===== config.mk =====
export PLATFORM = sky130hd
export DESIGN_NAME = touch_coordinate_conditioner
export DESIGN_NICKNAME = d
export VERILOG_FILES = /design/src/rtl/tcc_pkg.sv /design/src/rtl/tcc_front.sv /design/src/rtl/tcc_queue.sv /design/src/rtl/tcc_back.sv /design/src/rtl/touch_coordinate_conditioner.sv
export SDC_FILE = /design/constraint.sdc
export NUM_CORES = 1
export LEC_CHECK = 0
export BUFFER_PORTS_ARGS = -buffer_cell sky130_fd_sc_hd__buf_2
export CORE_MARGIN = 8
export CORE_UTILIZATION = 40
export CTS_CLUSTER_DIAMETER = 200
export DETAILED_ROUTE_END_ITERATION = 7
export GPL_ROUTABILITY_DRIVEN = 0
export PLACE_DENSITY = 0.57
export SYNTH_ARGS = -nofsm -noshare
export SYNTH_HDL_FRONTEND = slang
export SYNTH_HIERARCHICAL = 1
export SYNTH_SLANG_ARGS = --single-unit

===== constraint.sdc =====
create_clock -name clk -period 6.9 [get_ports clk]
set_clock_uncertainty 0.15 [all_clocks]
set_input_delay 0.345 -clock clk [delete_from_list [all_inputs] [get_ports clk]]
set_output_delay 0.345 -clock clk [all_outputs]
set_load 0.005 [all_outputs]

===== src/rtl/tcc_pkg.sv =====
// Shared types and constants for the touch coordinate conditioner.
// Used by every module of the block; depends on nothing.
package tcc_pkg;

    localparam int RAW_W = 12;
    localparam int AX_W = 8;
    localparam int AY_W = 9;
    localparam int SCR_W = 9;
    localparam int ORIENT_W = 2;
    localparam int QUEUE_DEPTH = 2;
    localparam int LEVEL_W = $clog2(QUEUE_DEPTH + 1);

    localparam int X_KNEE = 3000;
    localparam int X_OFS_LOW = 3900;
    localparam int X_OFS_HIGH = 3800;
    localparam int X_MAX = 239;
    localparam int Y_OFS = 360;
    localparam int Y_LIMIT = 320;
    localparam int Y_MAX = 319;
    localparam int DEADBAND = 4;

    // Reciprocals of 15 and 11 scaled by 2^17, rounded up.
    localparam int PROD_W = 26;
    localparam int RECIP_SHIFT = 17;
    localparam int X_RECIP = 8739;
    localparam int Y_RECIP = 11916;

    typedef enum logic [ORIENT_W-1:0] {
        ORIENT_PORTRAIT_ONE  = 2'd0,
        ORIENT_PORTRAIT_TWO  = 2'd1,
        ORIENT_LANDSCAPE_ONE = 2'd2,
        ORIENT_LANDSCAPE_TWO = 2'd3
    } orient_t;

    typedef struct packed {
        logic            touch;
        logic [AX_W-1:0] axis_x;
        logic [AY_W-1:0] axis_y;
    } sample_t;

    typedef struct packed {
        logic               full;
        logic               empty;
        logic [LEVEL_W-1:0] level;
    } q_status_t;

endpackage


===== src/rtl/tcc_front.sv =====
// Front end: scales raw converter samples into axis values.
// Depends on tcc_pkg.
module tcc_front (
    input  logic                         touch_detected,
    input  logic [tcc_pkg::RAW_W-1:0]    raw_x,
    input  logic [tcc_pkg::RAW_W-1:0]    raw_y,
    output tcc_pkg::sample_t             sample
);

    logic [tcc_pkg::RAW_W-1:0]  x_diff;
    logic [tcc_pkg::PROD_W-1:0] x_prod;
    logic [tcc_pkg::AY_W-1:0]   x_quot;
    logic [tcc_pkg::RAW_W-1:0]  y_diff;
    logic [tcc_pkg::PROD_W-1:0] y_prod;
    logic [tcc_pkg::AY_W-1:0]   y_quot;

    always_comb
    begin
        if (raw_x <= tcc_pkg::RAW_W'(tcc_pkg::X_KNEE))
        begin
            x_diff = tcc_pkg::RAW_W'(tcc_pkg::X_OFS_LOW) - raw_x;
        end
        else if (raw_x <= tcc_pkg::RAW_W'(tcc_pkg::X_OFS_HIGH))
        begin
            x_diff = tcc_pkg::RAW_W'(tcc_pkg::X_OFS_HIGH) - raw_x;
        end
        else
        begin
            x_diff = '0;
        end
        x_prod = tcc_pkg::PROD_W'(x_diff) * tcc_pkg::PROD_W'(tcc_pkg::X_RECIP);
        x_quot = x_prod[tcc_pkg::RECIP_SHIFT +: tcc_pkg::AY_W];

        if (raw_y <= tcc_pkg::RAW_W'(tcc_pkg::Y_OFS))
        begin
            y_diff = '0;
        end
        else
        begin
            y_diff = raw_y - tcc_pkg::RAW_W'(tcc_pkg::Y_OFS);
        end
        y_prod = tcc_pkg::PROD_W'(y_diff) * tcc_pkg::PROD_W'(tcc_pkg::Y_RECIP);
        y_quot = y_prod[tcc_pkg::RECIP_SHIFT +: tcc_pkg::AY_W];

        sample.touch = touch_detected;
        if (x_quot > tcc_pkg::AY_W'(tcc_pkg::X_MAX))
        begin
            sample.axis_x = tcc_pkg::AX_W'(tcc_pkg::X_MAX);
        end
        else
        begin
            sample.axis_x = x_quot[tcc_pkg::AX_W-1:0];
        end
        if (y_quot >= tcc_pkg::AY_W'(tcc_pkg::Y_LIMIT))
        begin
            sample.axis_y = tcc_pkg::AY_W'(tcc_pkg::Y_MAX);
        end
        else
        begin
            sample.axis_y = y_quot;
        end
    end

endmodule


===== src/rtl/tcc_queue.sv =====
// Two-entry queue of scaled samples between the front and back ends.
// Depends on tcc_pkg.
module tcc_queue (
    input  logic                 clk,
    input  logic                 rst_n,
    input  logic                 push,
    input  tcc_pkg::sample_t     push_data,
    input  logic                 pop,
    output tcc_pkg::sample_t     head,
    output tcc_pkg::q_status_t   status
);

    tcc_pkg::sample_t                entries_reg [tcc_pkg::QUEUE_DEPTH];
    logic                            wr_ptr_reg;
    logic                            wr_ptr_next;
    logic                            rd_ptr_reg;
    logic                            rd_ptr_next;
    logic [tcc_pkg::LEVEL_W-1:0]     level_reg;
    logic [tcc_pkg::LEVEL_W-1:0]     level_next;

    always_comb
    begin
        wr_ptr_next = push ? ~wr_ptr_reg : wr_ptr_reg;
        rd_ptr_next = pop ? ~rd_ptr_reg : rd_ptr_reg;
        level_next = level_reg;
        if (push && !pop)
        begin
            level_next = level_reg + 1'b1;
        end
        else if (pop && !push)
        begin
            level_next = level_reg - 1'b1;
        end
    end

    always_ff @(posedge clk or negedge rst_n)
    begin
        if (!rst_n)
        begin
            wr_ptr_reg <= 1'b0;
            rd_ptr_reg <= 1'b0;
            level_reg <= '0;
        end
        else
        begin
            wr_ptr_reg <= wr_ptr_next;
            rd_ptr_reg <= rd_ptr_next;
            level_reg <= level_next;
        end
    end

    always_ff @(posedge clk)
    begin
        if (push)
        begin
            entries_reg[wr_ptr_reg] <= push_data;
        end
    end

    assign head = entries_reg[rd_ptr_reg];
    assign status.level = level_reg;
    assign status.full = (level_reg == tcc_pkg::LEVEL_W'(tcc_pkg::QUEUE_DEPTH));
    assign status.empty = (level_reg == '0);

endmodule


===== src/rtl/tcc_back.sv =====
// Back end: deadband on held axes, orientation mapping, window test and result register.
// Depends on tcc_pkg.
module tcc_back (
    input  logic                          clk,
    input  logic                          rst_n,
    input  logic                          cfg_valid,
    input  logic [tcc_pkg::ORIENT_W-1:0]  cfg_orientation,
    input  tcc_pkg::sample_t              head,
    input  tcc_pkg::q_status_t            q_status,
    output logic                          pop,
    output logic                          out_valid,
    input  logic                          out_stall,
    output logic [tcc_pkg::SCR_W-1:0]     screen_x,
    output logic [tcc_pkg::SCR_W-1:0]     screen_y,
    output logic                          is_pressed,
    output logic                          was_pressed
);

    tcc_pkg::orient_t               orient_reg;
    logic [tcc_pkg::AX_W-1:0]       held_x_reg;
    logic [tcc_pkg::AX_W-1:0]       held_x_next;
    logic [tcc_pkg::AY_W-1:0]       held_y_reg;
    logic [tcc_pkg::AY_W-1:0]       held_y_next;
    logic                           pressed_reg;
    logic                           pressed_next;
    logic                           out_valid_reg;
    logic                           out_valid_next;
    logic [tcc_pkg::SCR_W-1:0]      sx_reg;
    logic [tcc_pkg::SCR_W-1:0]      sx_next;
    logic [tcc_pkg::SCR_W-1:0]      sy_reg;
    logic [tcc_pkg::SCR_W-1:0]      sy_next;
    logic                           is_pressed_reg;
    logic                           was_pressed_reg;
    logic [tcc_pkg::AX_W-1:0]       dx;
    logic [tcc_pkg::AY_W-1:0]       dy;
    logic [tcc_pkg::SCR_W-1:0]      inv_x;
    logic [tcc_pkg::SCR_W-1:0]      inv_y;
    logic                           in_window;

    assign pop = !q_status.empty && (!out_valid_reg || !out_stall);

    always_comb
    begin
        dx = (head.axis_x > held_x_reg) ? head.axis_x - held_x_reg
                                        : held_x_reg - head.axis_x;
        dy = (head.axis_y > held_y_reg) ? head.axis_y - held_y_reg
                                        : held_y_reg - head.axis_y;
        held_x_next = held_x_reg;
        held_y_next = held_y_reg;
        if (head.touch && dx > tcc_pkg::AX_W'(tcc_pkg::DEADBAND))
        begin
            held_x_next = head.axis_x;
        end
        if (head.touch && dy > tcc_pkg::AY_W'(tcc_pkg::DEADBAND))
        begin
            held_y_next = head.axis_y;
        end

        inv_x = tcc_pkg::SCR_W'(tcc_pkg::X_MAX) - tcc_pkg::SCR_W'(held_x_next);
        inv_y = tcc_pkg::SCR_W'(tcc_pkg::Y_MAX) - held_y_next;
        case (orient_reg)
            tcc_pkg::ORIENT_PORTRAIT_ONE:
            begin
                sx_next = inv_x;
                sy_next = inv_y;
            end
            tcc_pkg::ORIENT_PORTRAIT_TWO:
            begin
                sx_next = tcc_pkg::SCR_W'(held_x_next);
                sy_next = held_y_next;
            end
            tcc_pkg::ORIENT_LANDSCAPE_ONE:
            begin
                sx_next = inv_y;
                sy_next = tcc_pkg::SCR_W'(held_x_next);
            end
            default:
            begin
                sx_next = held_y_next;
                sy_next = inv_x;
            end
        endcase

        if (orient_reg inside {tcc_pkg::ORIENT_PORTRAIT_ONE, tcc_pkg::ORIENT_PORTRAIT_TWO})
        begin
            in_window = (sx_next != '0) && (sx_next < tcc_pkg::SCR_W'(tcc_pkg::X_MAX))
                     && (sy_next != '0) && (sy_next < tcc_pkg::SCR_W'(tcc_pkg::Y_MAX));
        end
        else
        begin
            in_window = (sx_next != '0) && (sx_next < tcc_pkg::SCR_W'(tcc_pkg::Y_MAX))
                     && (sy_next != '0) && (sy_next < tcc_pkg::SCR_W'(tcc_pkg::X_MAX));
        end
        pressed_next = head.touch && in_window;

        if (pop)
        begin
            out_valid_next = 1'b1;
        end
        else if (!out_stall)
        begin
            out_valid_next = 1'b0;
        end
        else
        begin
            out_valid_next = out_valid_reg;
        end
    end

    always_ff @(posedge clk or negedge rst_n)
    begin
        if (!rst_n)
        begin
            orient_reg <= tcc_pkg::ORIENT_PORTRAIT_ONE;
            held_x_reg <= '0;
            held_y_reg <= '0;
            pressed_reg <= 1'b0;
            out_valid_reg <= 1'b0;
        end
        else
        begin
            if (cfg_valid)
            begin
                orient_reg <= tcc_pkg::orient_t'(cfg_orientation);
            end
            if (pop)
            begin
                held_x_reg <= held_x_next;
                held_y_reg <= held_y_next;
                pressed_reg <= pressed_next;
            end
            out_valid_reg <= out_valid_next;
        end
    end

    always_ff @(posedge clk)
    begin
        if (pop)
        begin
            sx_reg <= sx_next;
            sy_reg <= sy_next;
            is_pressed_reg <= pressed_next;
            was_pressed_reg <= pressed_reg;
        end
    end

    assign out_valid = out_valid_reg;
    assign screen_x = sx_reg;
    assign screen_y = sy_reg;
    assign is_pressed = is_pressed_reg;
    assign was_pressed = was_pressed_reg;

endmodule


===== src/rtl/touch_coordinate_conditioner.sv =====
// Top level of the touch coordinate conditioner: front end, sample queue and back end.
// Depends on tcc_pkg, tcc_front, tcc_queue and tcc_back.
//
// Channel  Direction  Handshake              Payload
// in       input      in_valid / in_stall    touch_detected, raw_x, raw_y
// out      output     out_valid / out_stall  screen_x, screen_y, is_pressed, was_pressed
// cfg      input      cfg_valid / cfg_ready  cfg_orientation
//
// One request per cycle is sustained while out_stall stays low.
// out_valid rises once an accepted request has passed through the queue and been popped into the
// result register; a stalled output can hold the pop back.
// The back end's deadband update on the held axes forms the feedback loop through the held-axis registers.
// Reset clears the held axes, the pressed flag, the orientation and the queue.
// A stalled output fills the two-entry queue, after which in_stall rises.
module touch_coordinate_conditioner (
    input  logic                          clk,
    input  logic                          rst_n,
    input  logic                          cfg_valid,
    output logic                          cfg_ready,
    input  logic [tcc_pkg::ORIENT_W-1:0]  cfg_orientation,
    input  logic                          in_valid,
    output logic                          in_stall,
    input  logic                          touch_detected,
    input  logic [tcc_pkg::RAW_W-1:0]     raw_x,
    input  logic [tcc_pkg::RAW_W-1:0]     raw_y,
    output logic                          out_valid,
    input  logic                          out_stall,
    output logic [tcc_pkg::SCR_W-1:0]     screen_x,
    output logic [tcc_pkg::SCR_W-1:0]     screen_y,
    output logic                          is_pressed,
    output logic                          was_pressed
);

    tcc_pkg::sample_t    front_sample;
    tcc_pkg::sample_t    q_head;
    tcc_pkg::q_status_t  q_status;
    logic                q_push;
    logic                q_pop;

    assign cfg_ready = 1'b1;
    assign in_stall = q_status.full;
    assign q_push = in_valid && !in_stall;

    tcc_front u_front (
        .touch_detected (touch_detected),
        .raw_x          (raw_x),
        .raw_y          (raw_y),
        .sample         (front_sample)
    );

    tcc_queue u_queue (
        .clk       (clk),
        .rst_n     (rst_n),
        .push      (q_push),
        .push_data (front_sample),
        .pop       (q_pop),
        .head      (q_head),
        .status    (q_status)
    );

    tcc_back u_back (
        .clk             (clk),
        .rst_n           (rst_n),
        .cfg_valid       (cfg_valid && cfg_ready),
        .cfg_orientation (cfg_orientation),
        .head            (q_head),
        .q_status        (q_status),
        .pop             (q_pop),
        .out_valid       (out_valid),
        .out_stall       (out_stall),
        .screen_x        (screen_x),
        .screen_y        (screen_y),
        .is_pressed      (is_pressed),
        .was_pressed     (was_pressed)
    );

    a_level_bound: assert property (@(posedge clk) disable iff (!rst_n)
        q_status.level <= tcc_pkg::LEVEL_W'(tcc_pkg::QUEUE_DEPTH))
        else $error("Queue level exceeds its depth.");

    a_pop_nonempty: assert property (@(posedge clk) disable iff (!rst_n)
        q_pop |-> !q_status.empty)
        else $error("Queue popped while empty.");

    a_pressed_window: assert property (@(posedge clk) disable iff (!rst_n)
        out_valid && is_pressed |-> screen_x != '0 && screen_y != '0
            && screen_x < tcc_pkg::SCR_W'(tcc_pkg::Y_MAX)
            && screen_y < tcc_pkg::SCR_W'(tcc_pkg::Y_MAX))
        else $error("Pressed result lies outside the window.");

endmodule


==> run_results.csv <==
group,metric,value,unit
cells_and_area,insertedDiodeCount,0,
detailed_routing,drc,0,
timing,hold_viol_final,0,
global_route,antenna_found_initial,0,
clock_network,cts.sinks,81,
timing,fmax,160,MHz
timing,setup_violations,0,
timing,worstMarginPinSlew,1.03,ns
detailed_routing,routed_wl,24900,µm
yosys,synthTopCellsByArea,"ha_1, edfxtp_1, fa_1, inv_1, dfrtp_1",
worst_hold_path,hold_path_class,"in -> reg",
detailed_routing,viasPerCell,5.26,
global_route,grt-ovfl-total,0,
yosys,synth_common_cells,"inv_1, ha_1, nand2_1, nor2_1",
placement,portBuffers,53,
worst_setup_path,path_common_cell,"inv_1",
floorplan,die_w,183,µm
floorplan,rows,61,
yosys,syn-cell-area,0.0112,mm²
worst_setup_path,slowest_stage,"fa_1",
placement,dp_hpwl,20800,µm
clock_network,cts-root-buf,"clkbuf_16",
floorplan,dieArea,0.0336,mm²
flow_run,maxCapViolCount,0,
cells_and_area,largest_reg_flops,36,
global_route,grt_pass1_wl,42100,µm
worst_setup_path,startpoint_type,"primary input",
timing,period_share,90.4,%
yosys,synth_edf_count,56,
floorplan,fp.coreArea,0.0277,mm²
cells_and_area,layout-drive-gt1-share,11.0,%
global_route,grt_start_max_net_pins,34,
yosys,yosysMostFrequentCell,"inv_1",
worst_setup_path,cpPeakStageDelay,0.54,ns
yosys,yosysTopAreaCellShare,19.8,%
detailed_routing,drt_first_pass_iters,5,
global_route,track_usage,14.9,%
yosys,syn-instance-count,1236,
worst_setup_path,cpLargestDelayFamily,"adder cells",
yosys,yosysTopAreaCell,"ha_1",
timing,rsz0062_at_grt,"false",
worst_setup_path,cp_max_fo,7,
floorplan,start_util,40.4,%
worst_setup_path,critical_path_buf_inv_count,7,
yosys,seq_area_frac_synth,20.6,%
outcome,status,"finished clean",
detailed_routing,drt_iter0_markers,533,
clock_network,clock_latency,0.34,ns
yosys,yosys.cell_types.count,88,
yosys,ys.flop_type,"edfxtp_1",
floorplan,die_h,183,µm
clock_network,cts.path.max_buffers,2,
clock_network,htreeDepth,3,
clock_network,clk_pin_slew,0.06,ns
timing,holdWs,0.0872,ns
detailed_routing,wl_per_cell,15.0,µm
yosys,syn_nets,1506,
clock_network,numCtsBuffers,9,
timing,tns,0,ns
worst_setup_path,path_class,"in -> reg",
yosys,syn_avg_cell_area,9.06,µm²
clock_network,tritoncts,"yes",
yosys,synthArstFlopShare,30.9,%
timing,max_slew_margin,31.4,%
worst_setup_path,cp_data_arrival_time,6.14,ns
cells_and_area,area_growth_syn_to_layout,8.48,%
floorplan,io_pins,55,
timing,period_minus_slack,6.24,ns
cells_and_area,fin_nets,1552,
detailed_routing,ant_nets,0,
global_route,grt_pass1_vias,8883,
yosys,yosys_warnings,6,
yosys,ys_seq_elements,81,
timing,slew_viol_final,0,
worst_setup_path,crit_required,6.80,ns
worst_setup_path,cp-end-kind,"register",
detailed_routing,num_vias,8757,
[tightest hold or removal path, cell delays in order]
cell	delay (ns)
buf_2	0.08
nand2_1	0.04
o21ai_0	0.06
[layout by cell type (no fill, tap or decap), types with 6 or more instances in the layout]
| cell | count |
|---|---|
| nand3_1 | 25 |
| clkbuf_16 | 9 |
| a21o_1 | 14 |
| nor4_1 | 6 |
| a31oi_1 | 16 |
| xnor2_1 | 32 |
| fa_1 | 61 |
| and2_1 | 15 |
| mux2i_1 | 35 |
| a22oi_1 | 6 |
| o211ai_1 | 10 |
| nand2b_1 | 7 |
| dfrtp_1 | 25 |
| nor2b_1 | 18 |
| buf_2 | 53 |
| o21bai_1 | 6 |
| buf_4 | 19 |
| nand2_1 | 101 |
| o21a_1 | 11 |
| o221ai_1 | 6 |
| mux2_2 | 14 |
| ha_1 | 177 |
| a211oi_1 | 7 |
| nand3b_1 | 6 |
| o21ai_1 | 7 |
| nor3_1 | 18 |
| xor2_1 | 14 |
| edfxtp_1 | 56 |
| mux2_4 | 11 |
| nand4_1 | 11 |
| a21oi_1 | 55 |
| nor2_1 | 73 |
| inv_1 | 193 |
| o21ai_0 | 61 |
[worst paths after layout]
| kind | start | to | slack (ns) | depth (start not counted) |
|---|---|---|---|---|
| setup / recovery | raw_y[4] | u_queue/entries_reg[1][1]$_DFFE_PP_ | 0.66 | 26 |
| hold / removal | cfg_orientation[0] | u_back/orient_reg[0]$_DFFE_PN0P_ | 0.09 | 3 |
| setup reg to reg | u_queue/rd_ptr_reg$_DFFE_PN0P_ | u_back/is_pressed$_DFFE_PP_ | 0.84 | 21 |
| hold reg to reg | u_back/pressed_reg$_DFFE_PN0P_ | u_back/was_pressed$_DFFE_PP_ | 0.30 | 0 |
| max in group asynchronous | rst_n | u_back/held_y_reg[6]$_DFFE_PN0P_ | 5.76 | 2 |
| min in group asynchronous | rst_n | u_back/pressed_reg$_DFFE_PN0P_ | 0.43 | 2 |
[layout make-up]
cell class | instances | area [µm²]
multi-input cells | 924 | 7920
inverters | 193 | 724
clock buffers | 9 | 225
flip-flops and latches | 81 | 2310
clock inverters | 7 | 76.3
repair buffers | 73 | 418
fillers | 2715 | 15600
well taps | 378 | 473
[routing by layer]
metal | routed length [µm] | share of wire [%] | GRT usage [%]
met1 | 11700 | 47 | 19.0
met2 | 11700 | 47 | 26.2
met3 | 988 | 4.0 | 1.64
met4 | 511 | 2.1 | 4.42
met5 | 0 | 0 | 0
[kinds of logic after synthesis]
| logic type | count (synthesis) | share of synthesized area (%) |
|---|---|---|
| simple gates | 310 | 13.5 |
| compound gates | 265 | 16.2 |
| fa+ha+maj | 238 | 30.7 |
| buf+inv | 231 | 8.64 |
| flops | 81 | 20.6 |
| mux | 64 | 6.74 |
| xor+xnor | 46 | 3.60 |
| other cells | 1 | 0.0335 |
[per-stage QoR]
stage	cell area (µm²)	utilization (%)	instances	setup WS [ns]
floorplan	11200	-	1236	0.632
global placement	11800	42.7	1648	0.354
detailed placement	11800	42.7	1648	0.245
CTS	12100	43.8	1665	0.615
global route	12100	43.8	1665	0.234
finish	12100	43.8	1665	0.659
[repair_timing]
action | CTS | global route
hold buffers | 1 | 0
buffers inserted | 0 | 0
hold endpoints to repair | 25 | 0
resized for setup | 0 | 0
Power is not shown: default switching activity piles up to over one toggle a cycle in this logic, so the estimate is an artifact.
